==> src/hw/rtl/uesc_pkg.sv <==
// shared types, character constants and decode helpers for the json string unescaper
package uesc_pkg;

    localparam int MAX_RES = 4;

    localparam logic [7:0] CH_QUOTE  = 8'h22;
    localparam logic [7:0] CH_BSLASH = 8'h5C;
    localparam logic [7:0] CH_U      = 8'h75;
    localparam logic [7:0] CH_N      = 8'h6E;
    localparam logic [7:0] CH_T      = 8'h74;
    localparam logic [7:0] CH_R      = 8'h72;
    localparam logic [7:0] CH_B      = 8'h62;
    localparam logic [7:0] CH_F      = 8'h66;

    localparam logic [7:0] BYTE_LF = 8'h0A;
    localparam logic [7:0] BYTE_HT = 8'h09;
    localparam logic [7:0] BYTE_CR = 8'h0D;
    localparam logic [7:0] BYTE_BS = 8'h08;
    localparam logic [7:0] BYTE_FF = 8'h0C;

    localparam logic [15:0] CODE_ONE_LIMIT = 16'h0080;
    localparam logic [15:0] CODE_TWO_LIMIT = 16'h0800;
    localparam logic [7:0]  LEAD_TWO       = 8'hC0;
    localparam logic [7:0]  LEAD_THREE     = 8'hE0;
    localparam logic [7:0]  CONT_MARK      = 8'h80;

    typedef enum logic [2:0] {
        MODE_SEEK = 3'd0,
        MODE_TEXT = 3'd1,
        MODE_ESC  = 3'd2,
        MODE_HEX  = 3'd3
    } mode_t;

    typedef struct packed {
        logic [7:0] ch;
        logic       body_end;
    } in_item_t;

    typedef struct packed {
        logic [7:0] data_byte;
        logic       string_end;
        logic       run_last;
    } out_item_t;

    typedef struct packed {
        logic [2:0]      count;
        logic [3:0][7:0] bytes;
        logic [3:0]      ends;
    } res_set_t;

    typedef struct packed {
        mode_t      mode_next;
        logic [2:0] hex_count_next;
        logic       hold_we;
        res_set_t   res;
    } dec_out_t;

    typedef struct packed {
        mode_t      mode;
        logic       c_valid;
        logic [7:0] c_byte;
        logic       c_end;
        logic       f_valid;
    } step_t;

    function automatic logic [7:0] esc_map(input logic [7:0] c);
        logic [7:0] r;
        case (c)
            CH_N:    r = BYTE_LF;
            CH_T:    r = BYTE_HT;
            CH_R:    r = BYTE_CR;
            CH_B:    r = BYTE_BS;
            CH_F:    r = BYTE_FF;
            default: r = c;
        endcase
        return r;
    endfunction

    // {digit seen, digit value}
    function automatic logic [4:0] hex_digit(input logic [7:0] c);
        logic [4:0] r;
        r = '0;
        if (c >= 8'h30 && c <= 8'h39) begin
            r = {1'b1, c[3:0]};
        end else if ((c >= 8'h61 && c <= 8'h66) || (c >= 8'h41 && c <= 8'h46)) begin
            r = {1'b1, c[3:0] + 4'd9};
        end
        return r;
    endfunction

    // one byte through the text decoder, with the body end handling
    function automatic step_t text_step(input mode_t mode, input logic [7:0] c,
                                        input logic last);
        step_t s;
        mode_t m;
        s = '0;
        m = MODE_SEEK;
        case (mode)
            MODE_TEXT, MODE_HEX:
            begin
                if (c == CH_QUOTE) begin
                    s.c_valid = 1'b1;
                    s.c_end   = 1'b1;
                    m         = MODE_SEEK;
                end else if (c == CH_BSLASH) begin
                    if (last) begin
                        s.c_valid = 1'b1;
                        s.c_byte  = c;
                        m         = MODE_TEXT;
                    end else begin
                        m = MODE_ESC;
                    end
                end else begin
                    s.c_valid = 1'b1;
                    s.c_byte  = c;
                    m         = MODE_TEXT;
                end
            end
            MODE_ESC:
            begin
                if (c == CH_U) begin
                    m = MODE_HEX;
                end else begin
                    s.c_valid = 1'b1;
                    s.c_byte  = esc_map(c);
                    m         = MODE_TEXT;
                end
            end
            default:
            begin
                m = (c == CH_QUOTE) ? MODE_TEXT : MODE_SEEK;
            end
        endcase
        if (last) begin
            s.f_valid = (m != MODE_SEEK);
            m = MODE_SEEK;
        end
        s.mode = m;
        return s;
    endfunction

endpackage

==> src/hw/rtl/json_string_unescaper_top.sv <==
// top level of the json string unescaper: input register, state, decode and result bank
//
// The block takes one body byte per request and sends decoded string bytes out, one
// result per request on the output side, each with string_end (closing quote or end of
// body, data_byte then 0) and run_last on the last result caused by one input byte.
// A byte passes an input register and then a result register before its first result is
// presented. While the output does not stall, an input byte that yields zero or one result
// does not hold up the input, so plain text streams at one byte per clock; a byte that
// yields several results (a \u escape giving two or three UTF-8 bytes, or an end of body
// that adds string_end) stalls the input while the four-entry result bank drains one
// result per cycle when the output does not stall. There is no clearing pass after reset.
module json_string_unescaper_top (
    input  logic                 clk,
    input  logic                 rst_n,
    input  logic                 char_valid,
    output logic                 char_stall,
    input  uesc_pkg::in_item_t   char_req,
    output logic                 dec_valid,
    input  logic                 dec_stall,
    output uesc_pkg::out_item_t  dec_req
);
    import uesc_pkg::*;

    logic            in_full_reg;
    logic            in_full_next;
    in_item_t        in_item_reg;
    mode_t           mode_reg;
    mode_t           mode_next;
    logic [2:0]      hex_count_reg;
    logic [2:0]      hex_count_next;
    logic [3:0][7:0] hex_hold_reg;
    dec_out_t        dec;
    logic            buf_free;
    logic            advance;
    logic            take;

    assign advance    = in_full_reg && buf_free;
    assign char_stall = in_full_reg && !advance;
    assign take       = char_valid && !char_stall;

    uesc_decode u_decode (
        .mode      (mode_reg),
        .hex_count (hex_count_reg),
        .hex_hold  (hex_hold_reg),
        .item      (in_item_reg),
        .dec       (dec)
    );

    uesc_outbuf u_outbuf (
        .clk   (clk),
        .rst_n (rst_n),
        .load  (advance),
        .set   (dec.res),
        .free  (buf_free),
        .valid (dec_valid),
        .stall (dec_stall),
        .item  (dec_req)
    );

    always_comb
    begin
        in_full_next   = in_full_reg;
        mode_next      = mode_reg;
        hex_count_next = hex_count_reg;
        if (take) begin
            in_full_next = 1'b1;
        end else if (advance) begin
            in_full_next = 1'b0;
        end
        if (advance) begin
            mode_next      = dec.mode_next;
            hex_count_next = dec.hex_count_next;
        end
    end

    always_ff @(posedge clk or negedge rst_n)
    begin
        if (!rst_n) begin
            in_full_reg   <= 1'b0;
            mode_reg      <= MODE_SEEK;
            hex_count_reg <= '0;
        end else begin
            in_full_reg   <= in_full_next;
            mode_reg      <= mode_next;
            hex_count_reg <= hex_count_next;
        end
    end

    always_ff @(posedge clk)
    begin
        if (take) begin
            in_item_reg <= char_req;
        end
        if (advance && dec.hold_we) begin
            hex_hold_reg[hex_count_reg[1:0]] <= in_item_reg.ch;
        end
    end

    // hex count only runs inside a unicode escape
    assert property (@(posedge clk) disable iff (!rst_n)
        mode_reg != MODE_HEX |-> hex_count_reg == 3'd0)
        else $error("hex count nonzero outside unicode escape");

    assert property (@(posedge clk) disable iff (!rst_n)
        hex_count_reg < 3'd4)
        else $error("hex count out of range");

    // end of body always returns to seeking
    assert property (@(posedge clk) disable iff (!rst_n)
        advance && in_item_reg.body_end |=> mode_reg == MODE_SEEK)
        else $error("body end did not return to seeking");

    assert property (@(posedge clk) disable iff (!rst_n)
        char_stall |-> in_full_reg)
        else $error("input stalled with empty input register");

endmodule

==> src/hw/rtl/uesc_decode.sv <==
// decode of one registered request into up to four result bytes and the next state
module uesc_decode (
    input  uesc_pkg::mode_t        mode,
    input  logic [2:0]             hex_count,
    input  logic [3:0][7:0]        hex_hold,
    input  uesc_pkg::in_item_t     item,
    output uesc_pkg::dec_out_t     dec
);
    import uesc_pkg::*;

    always_comb
    begin
        logic [3:0][7:0] hold;
        logic [2:0]      cnt1;
        logic [15:0]     code;
        logic            stop;
        logic [4:0]      hd;
        logic [5:0]      cv;
        logic [5:0][7:0] cb;
        logic [5:0]      ce;
        logic [2:0]      n;
        step_t           sd;
        step_t           s0;
        step_t           s1;
        step_t           s2;

        hold = hex_hold;
        hold[hex_count[1:0]] = item.ch;
        cnt1 = hex_count + 3'd1;

        code = '0;
        stop = 1'b0;
        for (int i = 0; i < 4; i++) begin
            hd = hex_digit(hold[i]);
            if (!stop && hd[4]) begin
                code = {code[11:0], hd[3:0]};
            end else begin
                stop = 1'b1;
            end
        end

        sd = text_step(mode, item.ch, item.body_end);
        s0 = text_step(MODE_TEXT, hold[0], cnt1 == 3'd1);
        s1 = text_step(s0.mode, hold[1], cnt1 == 3'd2);
        s2 = text_step(s1.mode, hold[2], 1'b1);

        cv  = '0;
        cb  = '0;
        ce  = '0;
        dec = '0;
        dec.mode_next      = mode;
        dec.hex_count_next = hex_count;

        case (mode)
            MODE_HEX:
            begin
                dec.hold_we = 1'b1;
                if (cnt1[2]) begin
                    if (code < CODE_ONE_LIMIT) begin
                        cv[0] = 1'b1;
                        cb[0] = code[7:0];
                    end else if (code < CODE_TWO_LIMIT) begin
                        cv[1:0] = 2'b11;
                        cb[0]   = LEAD_TWO | {2'b00, code[11:6]};
                        cb[1]   = CONT_MARK | {2'b00, code[5:0]};
                    end else begin
                        cv[2:0] = 3'b111;
                        cb[0]   = LEAD_THREE | {4'h0, code[15:12]};
                        cb[1]   = CONT_MARK | {2'b00, code[11:6]};
                        cb[2]   = CONT_MARK | {2'b00, code[5:0]};
                    end
                    if (item.body_end) begin
                        cv[3] = 1'b1;
                        ce[3] = 1'b1;
                        dec.mode_next = MODE_SEEK;
                    end else begin
                        dec.mode_next = MODE_TEXT;
                    end
                    dec.hex_count_next = '0;
                end else if (item.body_end) begin
                    // held hex bytes go back through the text decoder
                    cv[0] = s0.c_valid;
                    cb[0] = s0.c_byte;
                    ce[0] = s0.c_end;
                    cv[1] = s0.f_valid;
                    ce[1] = 1'b1;
                    if (cnt1 >= 3'd2) begin
                        cv[2] = s1.c_valid;
                        cb[2] = s1.c_byte;
                        ce[2] = s1.c_end;
                        cv[3] = s1.f_valid;
                        ce[3] = 1'b1;
                    end
                    if (cnt1 == 3'd3) begin
                        cv[4] = s2.c_valid;
                        cb[4] = s2.c_byte;
                        ce[4] = s2.c_end;
                        cv[5] = s2.f_valid;
                        ce[5] = 1'b1;
                    end
                    dec.mode_next      = MODE_SEEK;
                    dec.hex_count_next = '0;
                end else begin
                    dec.mode_next      = MODE_HEX;
                    dec.hex_count_next = cnt1;
                end
            end
            default:
            begin
                cv[0] = sd.c_valid;
                cb[0] = sd.c_byte;
                ce[0] = sd.c_end;
                cv[1] = sd.f_valid;
                ce[1] = 1'b1;
                dec.mode_next = sd.mode;
                if (item.body_end || (mode == MODE_ESC && item.ch == CH_U)) begin
                    dec.hex_count_next = '0;
                end
            end
        endcase

        n = '0;
        for (int i = 0; i < 6; i++) begin
            if (cv[i] && n < 3'(MAX_RES)) begin
                dec.res.bytes[n[1:0]] = ce[i] ? 8'h00 : cb[i];
                dec.res.ends[n[1:0]]  = ce[i];
                n = n + 3'd1;
            end
        end
        dec.res.count = n;
    end

endmodule

==> src/hw/rtl/uesc_outbuf.sv <==
// result register bank that hands out the results of one request one per cycle while not stalled
module uesc_outbuf (
    input  logic                 clk,
    input  logic                 rst_n,
    input  logic                 load,
    input  uesc_pkg::res_set_t   set,
    output logic                 free,
    output logic                 valid,
    input  logic                 stall,
    output uesc_pkg::out_item_t  item
);
    import uesc_pkg::*;

    logic [3:0][7:0] data_reg;
    logic [3:0]      end_reg;
    logic [2:0]      left_reg;
    logic [2:0]      left_next;
    logic [1:0]      idx_reg;
    logic [1:0]      idx_next;

    assign valid = (left_reg != 3'd0);
    assign free  = (left_reg == 3'd0) || (left_reg == 3'd1 && !stall);

    assign item.data_byte  = data_reg[idx_reg];
    assign item.string_end = end_reg[idx_reg];
    assign item.run_last   = (left_reg == 3'd1);

    always_comb
    begin
        left_next = left_reg;
        idx_next  = idx_reg;
        if (load) begin
            left_next = set.count;
            idx_next  = '0;
        end else if (valid && !stall) begin
            left_next = left_reg - 3'd1;
            idx_next  = idx_reg + 2'd1;
        end
    end

    always_ff @(posedge clk or negedge rst_n)
    begin
        if (!rst_n) begin
            left_reg <= '0;
            idx_reg  <= '0;
        end else begin
            left_reg <= left_next;
            idx_reg  <= idx_next;
        end
    end

    always_ff @(posedge clk)
    begin
        if (load) begin
            data_reg <= set.bytes;
            end_reg  <= set.ends;
        end
    end

endmodule

==> config.mk <==
export PLATFORM = sky130hd
export DESIGN_NAME = json_string_unescaper_top
export DESIGN_NICKNAME = d
export VERILOG_FILES = /design/src/hw/rtl/uesc_pkg.sv /design/src/hw/rtl/json_string_unescaper_top.sv /design/src/hw/rtl/uesc_decode.sv /design/src/hw/rtl/uesc_outbuf.sv
export SDC_FILE = /design/constraint.sdc
export NUM_CORES = 1
export LEC_CHECK = 0
export BUFFER_PORTS_ARGS = -buffer_cell sky130_fd_sc_hd__buf_2
export CAP_MARGIN = 5
export CORE_MARGIN = 5
export CORE_UTILIZATION = 30
export DETAILED_ROUTE_END_ITERATION = 8
export PLACE_DENSITY = 0.42
export REMOVE_ABC_BUFFERS = 1
export SLEW_MARGIN = 10
export SYNTH_ARGS = -nofsm -noshare
export SYNTH_HDL_FRONTEND = slang
export SYNTH_SLANG_ARGS = --single-unit
==> constraint.sdc <==
create_clock -name clk -period 10.08 [get_ports clk]
set_input_delay 1.008 -clock clk [delete_from_list [all_inputs] [get_ports clk]]
set_output_delay 1.008 -clock clk [all_outputs]
set_load 0.005 [all_outputs]
# [Word-level counts from Yosys, hierarchy flattened]
# Cells that the tools add are included.
[classes] n_addsub=12 multipliers=0 n_div=0 magnitude_cmp=45 eq_ne=38 shift=0 n_mux=172 bitwise=4 reduce_logical=57
[op_table] op="two-way mux 8 bit" n=29
[op_table] op="two-way mux 36 bit" n=5
[op_table] op="equality test 8 x 7 -> 1 bit (second input constant)" n=21
[op_table] op="bitwise mux 32 bit" n=4
[op_table] op="case mux 8 bit (5 select lines)" n=3
[op_table] op="two-way mux 9 bit" n=13
[op_table] op="demux 8 bit (select 2 bit)" n=6
[op_table] op="two-way mux 16 bit" n=5
[op_table] op="bitwise AND 32 bit" n=2
[op_table] op="greater-or-equal comparator 8 x 7 -> 1 bit (second input constant)" n=8
[op_table] op="less-or-equal comparator 8 x 7 -> 1 bit (second input constant)" n=8
[op_table] op="NOT 32 bit" n=2
[op_table] op="two-way mux 3 bit" n=18
[op_table] op="case mux 9 bit (2 select lines)" n=3
[op_table] op="two-way mux 5 bit" n=9
[op_table] op="two-way mux 1 bit" n=36
[op_table] op="two-way mux 2 bit" n=17
[op_table] op="logical AND 1 bit" n=33
[op_table] op="equality test 8 x 6 -> 1 bit (second input constant)" n=4
[op_table] op="greater-or-equal comparator 8 x 6 -> 1 bit (second input constant)" n=4
[op_table] op="less-or-equal comparator 8 x 6 -> 1 bit (second input constant)" n=4
[op_table] op="equality test 3 x 2 -> 1 bit (second input constant)" n=8
[op_table] op="two-way mux 6 bit" n=4
[op_table] op="bitwise mux 4 bit" n=5
[op_table] op="27 further kinds" n=77
[totals] reg_bits=89 latchBits=0 mem_bits_rw=0 rom_bits=0 wordCells=344 mem_count=0

# [Depth between registers and ports, before layout]
[logic_depth] depth_word=43 mapped_depth=38

# [Cells and area by module]
# A second synthesis with hierarchy kept.
[hier_totals] hier_cells=936 area_unflattened_um2=8441.8
[modules_own_cells] module="uesc_decode" n_inst=1 cells_per_inst=783 area_per_inst_um2=5278.8 seq_area_each_um2=0.0
[modules_own_cells] module="uesc_outbuf" n_inst=1 cells_per_inst=86 area_per_inst_um2=1624.1 seq_area_each_um2=1206.2
[modules_own_cells] module="json_string_unescaper_top" n_inst=1 cells_per_inst=67 area_per_inst_um2=1539.0 seq_area_each_um2=1406.3

# [Worst setup path after synthesis]
# OpenSTA, ideal clock, no wires.
[synth_path] path_type="register to register" start="register hex_count_reg[0]" end="register u_outbuf.data_reg[6] (netlist name) (data pin)" setup_ns=0.130 arrival_time_ns=7.558 required_ns=9.950 setup_slack_ns=2.392 stages_incl_launch_ff=39 n_path_buf=8 cell_sequence="dfrtp_1 -> inv_1 -> ha_1 -> clkbuf_1 -> clkbuf_1 -> clkbuf_1 -> nor2b_1 -> a21oi_1 -> inv_1 -> ha_1 -> nor2b_1 -> a211o_1 -> a21oi_1 -> o21a_1 -> nor2_1 -> a211o_1 -> and4b_1 -> clkbuf_1 -> [3 not listed] -> ha_1 -> buf_1 -> inv_1 -> a21oi_1 -> clkbuf_1 -> nor2_1 -> ha_1 -> nand4_1 -> o21ai_1 -> ha_1 -> nor2_1 -> a21oi_1 -> ha_1 -> and2_1 -> a211o_1 -> buf_6 -> a2111oi_4 -> a211o_1"
[synth_lines] item="start: declaration" line="json_string_unescaper_top.sv:29" text="logic [2:0] hex_count_reg;"
[synth_lines] item="start signal: assignment" line="json_string_unescaper_top.sv:85" text="hex_count_reg <= hex_count_next;"
[synth_lines] item="end signal: assignment" line="uesc_outbuf.sv:55" text="data_reg <= set.bytes;"
[synth_lines] item="end: declaration" line="uesc_outbuf.sv:14" text="logic [3:0][7:0] data_reg;"

==> run metrics <==
startpoint types register; Routed WL 31,400 um; FP Rows 60; Reg power frac 0.320; CTS tree done; crit path buf inv count 5; # fillers 2,884; outcome finished clean; layout cells sized above 1 0.111; RePlAce Congestion 0.947; fin crit period 9.10 ns; Starting DRT DRC Count 812; die height 176 um; Worst R2R Path Depth 32; Max Slew Vio Count 0; Post-CTS Setup Inserts 0; Main synth FF type edfxtp_1; number of flops mapped to enable cells by yosys 77; Max Cap Viol 0; H-tree Lvls 3; worst reg-to-reg setup slack 0.98 ns; IO Pins 25; Crit Path Class register to register; Post-Syn Area 8300 um^2; worst min path class input pin to asynchronous set/reset pin; Slew Limit Headroom 0.287; die width 176 um; sequential cell area 2560 um^2; Syn-to-layout area delta 9.86%; Worst Path Arrival 9.21 ns; Worst Setup End Kind register; Distinct cells, synth 88; slowest stage cell, crit path a21oi_1; diode count 0; flops & latches, synth 87; clock root cell clkbuf_16; Critical Path End u_outbuf.data_reg[5]; Die ar. 31,100 um^2; Critical Path RT 10.19 ns; Least-Margin Pin Slew 1.07 ns; Crit path max-delay family compound AO/OA/AOI/OAI gates; delay of the slowest cell on the worst path 0.84 ns; pin count of the biggest net entering global routing 39; Reg2Reg Launch Point hex_count_reg[0]; most used cell along the critical path ha_1; Clock Sinks 87; area of the multi-input gates 5360 um^2; Global Route Usage Sum 0.199; clock slew at reported path FFs 0.08 ns; CTS buffer count 9; I/O Buffers 24; Sw Share 0.445; post-DP HPWL 24,400 um; final period utilization 0.903; switching pwr 0.807 mW; drt drc 0; PnR worst setup slack 0.978 ns; Max Root-Sink Buffers 2; final hold vios 0; Leak 3.38 nW; initial antenna violation count 1; fin nets 1,004; Setup WS pre-CTS 1.22 ns; final setup fails 0; hold bufs inserted after CTS 0; Peak Freq 110 MHz; Setup Skew 0.0191 ns; pwr dens 199 nW/um^2; Syn Area/Cell 8.79 um^2; routed via count 7,928; vias in the first global route 7,532; sequential share of the synthesized area 0.309; Final ANT Viol Nets 0; asr flop ratio synth 0.115; Initial Util 0.306; Ys Warns 0; setup TNS 0 ns; Pint 1.01 mW; clock share of power 0.192; grt ovf 0; post-DR wirelength/cell 23.7 um; Max rail drop VDD 0.111 mV; drt first pass iters 6; Gate Count Post-Synth 944; core footprint 27,100 um^2; Gates resized, CTS repair 0; R2R Path End u_outbuf.data_reg[5]; Clock Latency Late Sink 0.36 ns; combinational power share 0.488; worst setup path start hex_count_reg[0]; vias per inst 5.98; RSZ-0062 raised after global routing false; first-pass GRT wire length 47,900 um; worst-path maximum fanout 15; Crit. path cell count 32
## routing by layer
metal	up-vias	global-route usage	wire (um)
li1	3674	-	-
met3	62	0.0246	1670
met2	292	0.303	13600
met1	3900	0.299	15300
met4	0	0.0523	818
met5	-	0	0
## metrics by stage
| stage | hold WS (ns) | util | std cells | instance area, um^2 | power, mW |
|---|---|---|---|---|---|
| after floorplan | 0.463 | - | 896 | 8090 | 1.14 |
| after global placement | 0.514 | 0.325 | 1310 | 8820 | 1.48 |
| after detailed placement | 0.512 | 0.325 | 1310 | 8820 | 1.47 |
| after CTS | 0.498 | 0.336 | 1326 | 9110 | 1.82 |
| after global routing | 0.511 | 0.336 | 1326 | 9110 | 1.93 |
| final | 0.500 | 0.336 | 1326 | 9110 | 1.81 |
## cell type report
class,instances,area share
Tap cell,372,0.0511
Clock buffer,9,0.0247
Inverter,45,0.0185
Multi-Input combinational cell,764,0.589
Sequential cell,87,0.281
Clock inverter,7,0.00796
Timing Repair Buffer,42,0.0280
## synth_stat cells, types with 7 or more instances
cell      count  area share
and3_1       19       0.014
o21ai_1       8      0.0048
a31oi_1      12      0.0090
o32ai_1       7      0.0074
a22o_1        7      0.0074
dfrtp_1      10       0.030
nor2b_1      18       0.014
o31ai_1       7      0.0063
a21oi_1      58       0.035
clkbuf_1     34       0.015
mux2_2       17       0.023
nand3b_1      8      0.0072
a211o_1       9      0.0095
a32oi_1       8      0.0084
a21o_1       11       0.010
inv_1        41       0.019
o22a_1        7      0.0074
nor3b_1      12       0.011
nor4_1        8      0.0060
xor2_1        7      0.0074
o22ai_1      17       0.013
mux2i_1      21       0.025
o21a_1       10      0.0090
nand2b_1     15       0.011
buf_2         7      0.0042
o211ai_1     10      0.0090
nand4_1       8      0.0060
edfxtp_1     77        0.28
a211oi_1     10      0.0090
nor3_1       38       0.023
o21ai_0      41       0.025
mux4_2        9       0.024
nand2_1      78       0.035
nand3_1      19       0.011
and3b_1       8      0.0084
and2_1       20       0.015
a22oi_1       7      0.0063
ha_1         42       0.063
or3_1         9      0.0068
nor2_1       71       0.032
## cell families after synthesis
| kind of cell | count (synthesis) | share of synthesized area |
|---|---|---|
| flops | 87 | 0.309 |
| simple gates | 363 | 0.236 |
| fa+ha+maj | 42 | 0.0633 |
| xor+xnor | 9 | 0.00950 |
| buf+inv | 93 | 0.0454 |
| compound gates | 299 | 0.258 |
| mux | 51 | 0.0789 |
## power groups by stage
stage,Sequential [mW],Clock (mW),Combinational (mW)
final,0.580,0.348,0.884
after global routing,0.592,0.370,0.968
after CTS,0.582,0.359,0.882
after detailed placement,0.590,0,0.876
after global placement,0.591,0,0.889
after floorplan,0.569,0,0.572
## worst reg2reg max path: cells and delay by family (launching register included)
kind,cells,cell delay (ns)
compound gates,10,3.31
fa+ha+maj,6,2.15
simple gates,11,2.00
buf+inv,5,1.00
flops,1,0.42
## placed cells by master, fill, tap and decap left out, drive strengths merged, types with 9 or more instances in the layout
| cell type | synthesis | layout |
|---|---|---|
| nand2 | 78 | 78 |
| edfxtp | 77 | 77 |
| nor2 | 71 | 71 |
| a21oi | 58 | 58 |
| o21ai | 49 | 49 |
| inv | 44 | 48 |
| ha | 42 | 42 |
| buf | 14 | 42 |
| nor3 | 38 | 38 |
| mux2i | 23 | 23 |
| and2 | 21 | 21 |
| and3 | 20 | 20 |
| nand3 | 19 | 19 |
| mux2 | 19 | 19 |
| nor2b | 18 | 18 |
| o22ai | 17 | 17 |
| nand2b | 15 | 15 |
| nor3b | 12 | 12 |
| a31oi | 12 | 12 |
| a21o | 11 | 11 |
| a211oi | 11 | 11 |
| o21a | 10 | 10 |
| o211ai | 10 | 10 |
| dfrtp | 10 | 10 |
| or3 | 10 | 10 |
| a211o | 9 | 9 |
| mux4 | 9 | 9 |
| clkbuf | 34 | 9 |
| nor4 | 9 | 9 |
## how the worst min path moves through the flow
stage	endpoint	depth (start not counted)	slack (ns)	start
after detailed placement	u_outbuf.left_reg[1]	2	0.51	u_outbuf.left_reg[1]
after floorplan	u_outbuf.left_reg[1]	2	0.46	u_outbuf.left_reg[1]
after CTS	u_outbuf.left_reg[0]	1	0.50	rst_n
final	u_outbuf.left_reg[0]	1	0.50	rst_n
after global placement	u_outbuf.left_reg[1]	2	0.51	u_outbuf.left_reg[1]
after global routing	u_outbuf.left_reg[0]	1	0.51	rst_n
(Power assumes the default switching activity.)
